<file path="config.mk">
export PLATFORM = sky130hd
export DESIGN_NAME = crc_checked_line_deframer_core
export DESIGN_NICKNAME = d
export VERILOG_FILES = /design/src/cldf_pkg.sv /design/src/crc_checked_line_deframer_core.sv
export SDC_FILE = /design/constraint.sdc
export NUM_CORES = 1
export LEC_CHECK = 0
export BUFFER_PORTS_ARGS = -buffer_cell sky130_fd_sc_hd__buf_2
export CAP_MARGIN = 20
export CELL_PAD_IN_SITES_DETAIL_PLACEMENT = 0
export CELL_PAD_IN_SITES_GLOBAL_PLACEMENT = 1
export CORE_MARGIN = 3
export CORE_UTILIZATION = 43
export DETAILED_ROUTE_END_ITERATION = 10
export PLACE_DENSITY = 0.78
export SLEW_MARGIN = 30
export SYNTH_ARGS = -nofsm -noshare
export SYNTH_HDL_FRONTEND = slang
export SYNTH_SLANG_ARGS = --single-unit
</file>
<file path="constraint.sdc">
create_clock -name clk -period 4.8 [get_ports clk]
set_input_delay 0.24 -clock clk [delete_from_list [all_inputs] [get_ports clk]]
set_output_delay 0.24 -clock clk [all_outputs]
set_load 0.02 [all_outputs]
</file>
<file path="src/cldf_pkg.sv">
// ----------------------------------------------------------------------------
// cldf_pkg: shared types and functions for the CRC-checked line deframer
// Line terminators, CRC-16 constants, status codes, result layout and the
// byte-wide CRC and hex-decode functions.
// ----------------------------------------------------------------------------
package cldf_pkg;

  localparam int unsigned MaxLineDefault = 512;
  localparam int unsigned CountW         = 10;
  localparam int unsigned CrcW           = 16;
  localparam int unsigned TailDepth      = 4;
  localparam int unsigned OutDataW       = 48;

  localparam logic [7:0]      ChCr    = 8'd13;
  localparam logic [7:0]      ChLf    = 8'd10;
  localparam logic [CrcW-1:0] CrcInit = 16'hFFFF;
  localparam logic [CrcW-1:0] CrcPoly = 16'hA001;

  typedef enum logic [1:0] {
    ST_MATCH    = 2'd0,
    ST_MISMATCH = 2'd1,
    ST_SHORT    = 2'd2
  } line_status_t;

  // First field in the lowest bits: declare from the top down.
  typedef struct packed {
    logic [CountW-1:0] payload_length;
    logic [CrcW-1:0]   received_check;
    logic [CrcW-1:0]   computed_check;
    line_status_t      line_status;
  } line_result_t;

  // Run one byte through the reflected CRC-16, eight bit steps.
  function automatic logic [CrcW-1:0] crc_byte(input logic [CrcW-1:0] crc,
                                               input logic [7:0] b);
    logic [CrcW-1:0] c;
    c = crc ^ {8'h00, b};
    for (int k = 0; k < 8; k++) begin
      if (c[0]) begin
        c = (c >> 1) ^ CrcPoly;
      end else begin
        c = c >> 1;
      end
    end
    return c;
  endfunction

  // Upper-case hex digit to nibble; bit 4 flags a character that is no digit.
  function automatic logic [4:0] hex_value(input logic [7:0] ch);
    logic [4:0] v;
    if (ch >= 8'd48 && ch <= 8'd57) begin
      v = {1'b0, ch[3:0]};
    end else if (ch >= 8'd65 && ch <= 8'd70) begin
      v = {1'b0, ch[3:0] + 4'd9};
    end else begin
      v = 5'h10;
    end
    return v;
  endfunction

endpackage

</file>
<file path="src/crc_checked_line_deframer_core.sv">
// ----------------------------------------------------------------------------
// crc_checked_line_deframer_core: CR/LF line deframer with CRC-16 check
// Collects serial bytes into lines, runs the payload through CRC-16 on the
// fly and reports match, mismatch or too-short for each non-empty line.
// ----------------------------------------------------------------------------
// Throughput: one byte word per cycle while the skid entry is free; the CRC
//   byte step is one pass of unrolled logic between the line state and its next value.
// Result path: the result of a line is registered into the output register,
//   or into the skid entry while the output register holds an untaken result.
// Reset: rst_n synchronous, active low; clears the line state (CRC 0xFFFF,
//   empty tail, count zero) and empties the two-entry result buffer.
module crc_checked_line_deframer_core #(
  parameter int unsigned MAX_LINE = cldf_pkg::MaxLineDefault
) (
  input  logic                          clk,
  input  logic                          rst_n,
  // input channel
  input  logic                          in_tvalid,
  output logic                          in_tready,
  input  logic [7:0]                    in_tdata,   // [7:0] rx_byte
  // result channel
  output logic                          out_tvalid,
  input  logic                          out_tready,
  // [1:0] line_status, [17:2] computed_check, [33:18] received_check,
  // [43:34] payload_length, [47:44] zero
  output logic [cldf_pkg::OutDataW-1:0] out_tdata
);
  import cldf_pkg::*;

  localparam int unsigned ResW = $bits(line_result_t);

  // --------------------------------------------------------------------------
  // Line state: running CRC, four newest characters (oldest first), count
  // --------------------------------------------------------------------------
  logic [CrcW-1:0]   crc_r,   crc_nxt;
  logic [7:0]        tail_r   [TailDepth];
  logic [7:0]        tail_nxt [TailDepth];
  logic [CountW-1:0] cnt_r,   cnt_nxt;

  // Result buffer: output register plus one skid entry
  line_result_t out_r,  out_nxt;
  line_result_t skid_r, skid_nxt;
  logic         out_valid_r,  out_valid_nxt;
  logic         skid_valid_r, skid_valid_nxt;

  logic         in_fire, out_fire, is_term, push;
  line_result_t res;
  logic [4:0]   hex [TailDepth];
  logic         hex_ok;
  logic [CrcW-1:0]   rx_check;
  logic [CountW-1:0] cnt_inc;

  // Accept while the skid entry is free; a result then always has a place.
  assign in_tready = !skid_valid_r;
  assign in_fire   = in_tvalid && in_tready;
  assign out_fire  = out_valid_r && out_tready;
  assign is_term   = (in_tdata == ChCr) || (in_tdata == ChLf);
  assign push      = in_fire && is_term && (cnt_r != '0);
  assign cnt_inc   = cnt_r + CountW'(1);

  // Decode the check field from the tail, first character in the top nibble.
  always_comb begin
    hex_ok = 1'b1;
    for (int i = 0; i < TailDepth; i++) begin
      hex[i] = hex_value(tail_r[i]);
      if (hex[i][4]) begin
        hex_ok = 1'b0;
      end
    end
    rx_check = hex_ok ? {hex[0][3:0], hex[1][3:0], hex[2][3:0], hex[3][3:0]}
                      : '0;
  end

  // Build the line result; a too-short line reports zeros.
  always_comb begin
    res = '0;
    if (cnt_r < CountW'(TailDepth)) begin
      res.line_status = ST_SHORT;
    end else begin
      res.computed_check = crc_r;
      res.received_check = rx_check;
      res.payload_length = cnt_r - CountW'(TailDepth);
      res.line_status    = (hex_ok && (rx_check == crc_r)) ? ST_MATCH : ST_MISMATCH;
    end
  end

  // Advance the line state on each accepted word.
  always_comb begin
    crc_nxt = crc_r;
    cnt_nxt = cnt_r;
    for (int i = 0; i < TailDepth; i++) begin
      tail_nxt[i] = tail_r[i];
    end
    if (in_fire) begin
      if (is_term) begin
        // End of line: restart, whether or not a result went out.
        crc_nxt = CrcInit;
        cnt_nxt = '0;
        for (int i = 0; i < TailDepth; i++) begin
          tail_nxt[i] = '0;
        end
      end else if (cnt_r >= CountW'(MAX_LINE)) begin
        // Over-long line: drop it.
        crc_nxt = CrcInit;
        cnt_nxt = '0;
        for (int i = 0; i < TailDepth; i++) begin
          tail_nxt[i] = '0;
        end
      end else begin
        cnt_nxt = cnt_inc;
        if (cnt_r >= CountW'(TailDepth)) begin
          // Oldest character leaves the tail into the CRC.
          crc_nxt = crc_byte(crc_r, tail_r[0]);
          for (int i = 0; i < TailDepth - 1; i++) begin
            tail_nxt[i] = tail_r[i+1];
          end
          tail_nxt[TailDepth-1] = in_tdata;
        end else begin
          tail_nxt[cnt_r[$clog2(TailDepth)-1:0]] = in_tdata;
        end
      end
    end
  end

  // Result buffer: a push finds the skid entry empty (in_tready gates it).
  always_comb begin
    out_nxt        = out_r;
    skid_nxt       = skid_r;
    out_valid_nxt  = out_valid_r;
    skid_valid_nxt = skid_valid_r;
    if (push) begin
      if (!out_valid_r || out_fire) begin
        out_nxt       = res;
        out_valid_nxt = 1'b1;
      end else begin
        skid_nxt       = res;
        skid_valid_nxt = 1'b1;
      end
    end else if (out_fire) begin
      out_nxt        = skid_r;
      out_valid_nxt  = skid_valid_r;
      skid_valid_nxt = 1'b0;
    end
  end

  always_ff @(posedge clk) begin
    if (!rst_n) begin
      crc_r        <= CrcInit;
      cnt_r        <= '0;
      out_valid_r  <= 1'b0;
      skid_valid_r <= 1'b0;
      for (int i = 0; i < TailDepth; i++) begin
        tail_r[i] <= '0;
      end
    end else begin
      crc_r        <= crc_nxt;
      cnt_r        <= cnt_nxt;
      out_valid_r  <= out_valid_nxt;
      skid_valid_r <= skid_valid_nxt;
      for (int i = 0; i < TailDepth; i++) begin
        tail_r[i] <= tail_nxt[i];
      end
    end
  end

  // Payload registers hold without reset.
  always_ff @(posedge clk) begin
    out_r  <= out_nxt;
    skid_r <= skid_nxt;
  end

  assign out_tvalid = out_valid_r;
  assign out_tdata  = {(OutDataW - ResW)'(0), out_r};

  // --------------------------------------------------------------------------
  // Assertions
  // --------------------------------------------------------------------------
  a_skid_behind_out: assert property (@(posedge clk) disable iff (!rst_n)
    skid_valid_r |-> out_valid_r)
    else $error("skid entry holds a result while the output register is empty");

  a_count_bound: assert property (@(posedge clk) disable iff (!rst_n)
    cnt_r <= CountW'(MAX_LINE))
    else $error("line count beyond the line limit");

  a_short_zero: assert property (@(posedge clk) disable iff (!rst_n)
    (out_valid_r && out_r.line_status == ST_SHORT) |->
      (out_r.computed_check == '0 && out_r.received_check == '0 &&
       out_r.payload_length == '0))
    else $error("too-short result carries nonzero fields");

  a_term_restarts: assert property (@(posedge clk) disable iff (!rst_n)
    (in_fire && is_term) |=> (cnt_r == '0 && crc_r == CrcInit))
    else $error("line state not restarted after a terminator");

endmodule

</file>
Yosys cells after proc, flatten, opt, wreduce, memory -nomap -nowiden:

Memory sizes are Yosys's and may differ from the RTL's.
Cells that the tools add are included.
W data, S select, Z words.

* output and inout port bits: 50
* register bits: 116
* bits in writable memories: 32
* memories kept: 1
* logic and storage cells: 164
* input bits: 12

* eq/ne operators: 5
* bitwise logic cells: 15
* multiplexer cells: 79
* reduce and logical (&&, ||, !) cells: 25
* order comparisons: 21
* $add $sub $neg: 6

Memory list
* tail_r: depth 4, width 8, rd ports 4, clocked after Yosys merged registers in 0, write ports 4, line crc_checked_line_deframer_core.sv:36 `logic [7:0] tail_r [TailDepth];`

Operators with widths (count)
* $mux W16: 40
* $mux W44: 3
* $mux W32: 4
* $mux W42: 1
* $mux W5: 8
* $mux W8: 5
* $bwmux W32: 1
* $ge A8 B6 Y1 const B: 4
* $ge A8 B7 Y1 const B: 4
* $le A8 B6 Y1 const B: 4
* $le A8 B7 Y1 const B: 4
* $not A2 Y3: 9
* $mux W10: 2
* $add A4 B4 Y4 const B: 4
* $demux W8 S2: 1
* $eq A16 B16 Y1: 1
* $eq A8 B4 Y1 const B: 2
* $xor A16 B8 Y16: 1
* $logic_and A1 B1 Y1: 14
* $mux W1: 13
* $add A10 B1 Y10 const B: 1
* $ge A10 B10 Y1 const B: 1
* $ge A10 B3 Y1 const B: 1
* $lt A10 B3 Y1 const B: 1
* 14 further kinds: 22

Logic depth before layout (Yosys ltp):

An unclocked memory read counts as a cell.

* word-level depth: 49
* mapped depth: 11
* mapped depth without buffers: 10

Least setup slack after synthesis:

OpenSTA, ideal clock, no wires.

* path kind: reg-to-reg
* start: reg cnt_r[2]
* end: reg out_r, in the netlist out_tdata[0], enable pin
* path slack: -0.342 ns
* cell stages (with the launch flop): 9
* setup time: 0.506 ns
* period minus slack after synthesis: 5.142 ns
* buffers on the path: 1
* data arrival time: 4.635 ns
* cells stage by stage: dfxtp_1 -> inv_1 -> ha_1 -> nor4b_1 -> nand2_1 -> inv_2 -> a21o_1 -> clkbuf_1 -> o21ai_0

* word-level cells in the longest chain between the ends: 4
* elaborated cells between the ends (all ways): 5
* those cells by class: eq/ne (1); reduce/logical (4)

Ends and longest elaborated chain
* start: declaration: line crc_checked_line_deframer_core.sv:38 `logic [CountW-1:0] cnt_r, cnt_nxt;`
* start signal: assignment: line crc_checked_line_deframer_core.sv:157 `cnt_r <= cnt_nxt;`
* $reduce_bool A10 Y1 (*): line crc_checked_line_deframer_core.sv:58 `assign push = in_fire && is_term && (cnt_r != '0);`
* $logic_and A1 B1 Y1 (*): line crc_checked_line_deframer_core.sv:58
* $ne A2 B1 Y1 (no source line) or $reduce_bool A2 Y1 (tied branches)
* $reduce_and A2 Y1 (no source line) (*)
* end signal: assignment: line crc_checked_line_deframer_core.sv:168 `out_r <= out_nxt;`
* end: declaration: line crc_checked_line_deframer_core.sv:41 `line_result_t out_r, out_nxt;`

Mark *: on every way between the ends. The rest lies on a longest branch, timed or not.
A chain may end at the register's enable or synchronous reset.

Worst setup path after layout:

* start: reg cnt_r[2]
* end: reg out_r, in the netlist out_tdata[29], enable pin

The elaborated chain is that of the path after synthesis.

==> parameters.txt <==
Parameter                              Value

Cells and area
  Post-layout nets    around 830
  Design Area, Final    0.00866 mm2
  Number of diodes added for antenna fixing    0
  Fraction of final layout cells with drive strength greater than 1    0.144
  Final core area utilization    0.512
  Number of non-filler instances in the completed layout    roughly 1000
  Layout overhead on the synthesized area    14.3%

Global routing
  Global Route Usage Sum    0.188
  Initial antenna violation count    0
  Via count of the first global-routing pass    around 5500
  Remaining global-route overflow    0
  First-pass GRT wire length    between 20 and 30 mm
  Largest net degree at the start of global routing    between 50 and 60

Clocking
  Max clock buf depth    2
  Clk Latency, worst-skew pair    ~430 ps
  Clk slew on worst S/H paths    60 ps
  Number of buffers created by CTS    17
  CTS Root Cell    sky130_fd_sc_hd__clkbuf_16
  Hold-fix buffers, CTS    0
  Count of buffers added by post-CTS timing repair for setup    0
  Number of levels the H-tree was split into    4
  Number of gates resized after CTS    0
  Clk sinks    about 150
  CTS tree    yes

Hold path
  Hold path startpoint    in_tdata[5]
  Endpoint with the worst hold slack    tail_r[3][5]$_SDFFE_PN0P_
  Type of the worst min-delay path    in -> reg
  Number of cells on the worst hold path    3

Routing
  Length of the first detailed-routing pass in iterations    5
  Number of DRC markers in iteration 0    approximately 440
  Vias per Instance    5.56
  Antenna violation net count after detailed routing    0
  DRC viols    0
  Via Count    between 5000 and 6000
  Total length of routed wires    between 15 and 20 mm
  Average routed wire per standard cell    about 17 um

Die
  Count of boundary I/O pins    62
  # rows    47
  Total core area    0.0169 mm2
  Horiz. Die Dim    around 140 um
  Full die area    0.0193 mm2
  Die Y-Extent    between 100 and 150 um
  Starting density of the core    0.448

Setup path
  Max Fanout on Critical Path    between 40 and 50
  Worst path depth    8
  Length in cells of the worst reg-to-reg path    8
  Required time of the critical path    4920 ps
  Critical Path AT    ~3500 ps
  Endpoint kind of the worst setup timing path    flop
  Startpoint kind of the worst setup timing path    flop
  Slowest stage cell, crit path    sky130_fd_sc_hd__a21o_1
  Class of the most critical setup path    reg -> reg
  Worst path top cell family by delay    buffers and inverters
  Worst R2R Start    cnt_r[2]$_SDFFE_PN0P_
  Max stage delay on crit path    approximately 740 ps
  Crit path buffers/inverters    3
  Ordered cell list for the critical path    inv_1 > ha_1 > nor4b_1 > nand2_1 > inv_2 > a21o_1 > o21ai_4 > buf_4
  Flop2flop setup slack    between 1000 and 1500 ps
  Critical register-to-register path endpoint    out_tdata[29]$_DFFE_PP_

STA
  Least-Margin Pin Slew    865 ps
  Final critical-path share of the clock period    0.695
  Clock skew    between 7 and 8 ps
  Final setup vio count    0
  Setup repair after global routing missed its margin    no
  Final number of max-transition violations    0
  Remaining max-slew budget at the tightest pin    0.424
  Period minus WS final    ~3300 ps
  Aggregate negative setup slack    0 ps
  Number of hold-slack violations in the final timing report    0
  Highest achievable clock rate    about 0.3 GHz

Synth
  Largest cells by area after synthesis    sky130_fd_sc_hd__edfxtp_1 (35%), sky130_fd_sc_hd__dfxtp_1 (16%), sky130_fd_sc_hd__a21oi_1 (4.3%), sky130_fd_sc_hd__xnor2_1 (3.4%), sky130_fd_sc_hd__mux2_1 (3.3%)
  Proportion of synthesized chip area in sequential cells    0.507
  Mean instance size in the synthesized netlist    between 10 and 15 um2
  Dominant cell type by area after synthesis    sky130_fd_sc_hd__edfxtp_1
  Post-synthesis instance area    0.00758 mm2
  Seq cells post-synth    148
  Cell with the most instances after synthesis    sky130_fd_sc_hd__edfxtp_1
  Post-synth EDFFs    slightly below 90
  Dominant register cell in the synthesized netlist    sky130_fd_sc_hd__edfxtp_1
  Gate Count Post-Synth    between 700 and 800
  Post-synth top cells    sky130_fd_sc_hd__edfxtp_1 (88), sky130_fd_sc_hd__a21oi_1 (65), sky130_fd_sc_hd__nand2_1 (63), sky130_fd_sc_hd__dfxtp_1 (60), sky130_fd_sc_hd__nor2_1 (60)
  Total of warnings raised by yosys    0
  Share of the synthesized area in the top cell type    0.349
  Synth unique cells    68
  Ys async rst share    0

Placement
  Post-Place Cell Area    between 0.008 and 0.009 mm2
  Count of port buffers added during placement    between 50 and 60
  Placed Cells incl. Taps    1002
  Placer Congestion    0.855
  Detailed-placement wirelength estimate    ~13 mm

Run
  Count of maximum capacitance violations    0

Pwr
  Static power due to leakage    roughly 3.3 nW
  Power per Cell Area    between 300 and 400 mW/mm2
  Peak supply drop    between 0.2 and 0.3 mV

Outcome
  Status    finished clean
## worst min-delay path, stage by stage
cell                       delay, ps
sky130_fd_sc_hd__buf_2           130
sky130_fd_sc_hd__nand3_1          70
sky130_fd_sc_hd__a21boi_1         50
## metal layers
| layer | part of all wire | track usage | up-vias |
|---|---|---|---|
| met4 | 0.019 | 0.0680 | 0 |
| met3 | 0.047 | 0.0403 | 26 |
| met5 | 0 | 0 | - |
| met1 | 0.47 | 0.256 | 2774 |
| met2 | 0.46 | 0.296 | 143 |
| li1 | - | - | 2807 |
## layout make-up
class                   count  area [um2]
multi-input cells         549        3520
well taps                 220         275
clock buffers              18         429
repair buffers             65         345
inverters                  20        75.1
flip-flops and latches    148        3840
clock inverters            14         176
fillers                  1574        8270
## per-stage QoR
| step | setup WS (ps) | power (mW) | hold slack, ps |
|---|---|---|---|
| after detailed placement | 1210 | 1.57 | 476 |
| after floorplan | 848 | 1.52 | 391 |
| after global placement | 1400 | 1.56 | 466 |
| final | 1470 | 2.91 | 117 |
| after CTS | 1220 | 2.93 | 98.7 |
| after global routing | 1220 | 3.01 | 110 |
## cell usage in the layout, fill, tap and decap left out, types with 6 or more instances in the layout
cell type                    n
sky130_fd_sc_hd__o21ai_0    13
sky130_fd_sc_hd__edfxtp_1   88
sky130_fd_sc_hd__xor2_1     12
sky130_fd_sc_hd__o21ai_1    30
sky130_fd_sc_hd__buf_4       8
sky130_fd_sc_hd__nor3_1     33
sky130_fd_sc_hd__ha_1       19
sky130_fd_sc_hd__nor3b_1     6
sky130_fd_sc_hd__and2_1     12
sky130_fd_sc_hd__clkbuf_16  17
sky130_fd_sc_hd__dfxtp_1    60
sky130_fd_sc_hd__mux2_1     22
sky130_fd_sc_hd__o21bai_1    6
sky130_fd_sc_hd__xnor2_1    29
sky130_fd_sc_hd__nand3_1    27
sky130_fd_sc_hd__buf_2      57
sky130_fd_sc_hd__nand2_1    63
sky130_fd_sc_hd__a21boi_1    8
sky130_fd_sc_hd__a21oi_1    62
sky130_fd_sc_hd__nor2_1     60
sky130_fd_sc_hd__mux2_2      6
sky130_fd_sc_hd__inv_1      19
sky130_fd_sc_hd__nor4_1      6
sky130_fd_sc_hd__nor2b_1    28
sky130_fd_sc_hd__and3_1     26
## report_power, final
group	switching (mW)	total (mW)	internal, mW
Clock	0.542	1.37	0.825
Combinational	0.110	0.182	0.0718
Sequential	0.0183	1.36	1.34
## worst max-delay path by stage
stage / startpoint / endpoint / slack [ps]
6_report: cnt_r[2]$_SDFFE_PN0P_ / out_tdata[29]$_DFFE_PP_ / 1470
5_1_grt: cnt_r[2]$_SDFFE_PN0P_ / out_tdata[29]$_DFFE_PP_ / 1220
3_5_place_dp: cnt_r[2]$_SDFFE_PN0P_ / skid_r[33]$_DFFE_PP_ / 1210
3_3_place_gp: cnt_r[2]$_SDFFE_PN0P_ / skid_r[27]$_DFFE_PP_ / 1400
4_1_cts: cnt_r[2]$_SDFFE_PN0P_ / skid_r[33]$_DFFE_PP_ / 1220
2_1_floorplan: cnt_r[2]$_SDFFE_PN0P_ / out_tdata[0]$_DFFE_PP_ / 850
## flip-flops by register name, indices dropped and copies added, names as in the netlist
signal	count
out_tdata	44
skid_r	44
skid_valid_r	1
out_tvalid	1
tail_r	32
crc_r	16
cnt_r	10
## cell families after synthesis
logic type	synth area share
and+or+nand+nor	0.206
AOI/OAI and AO/OA	0.123
DFF	0.507
buffers and inverters	0.0337
xor gates and xnor gates	0.0503
muxes	0.0482
adders and majority gates	0.0314
other	0.000495
(Power assumes the default switching activity.)
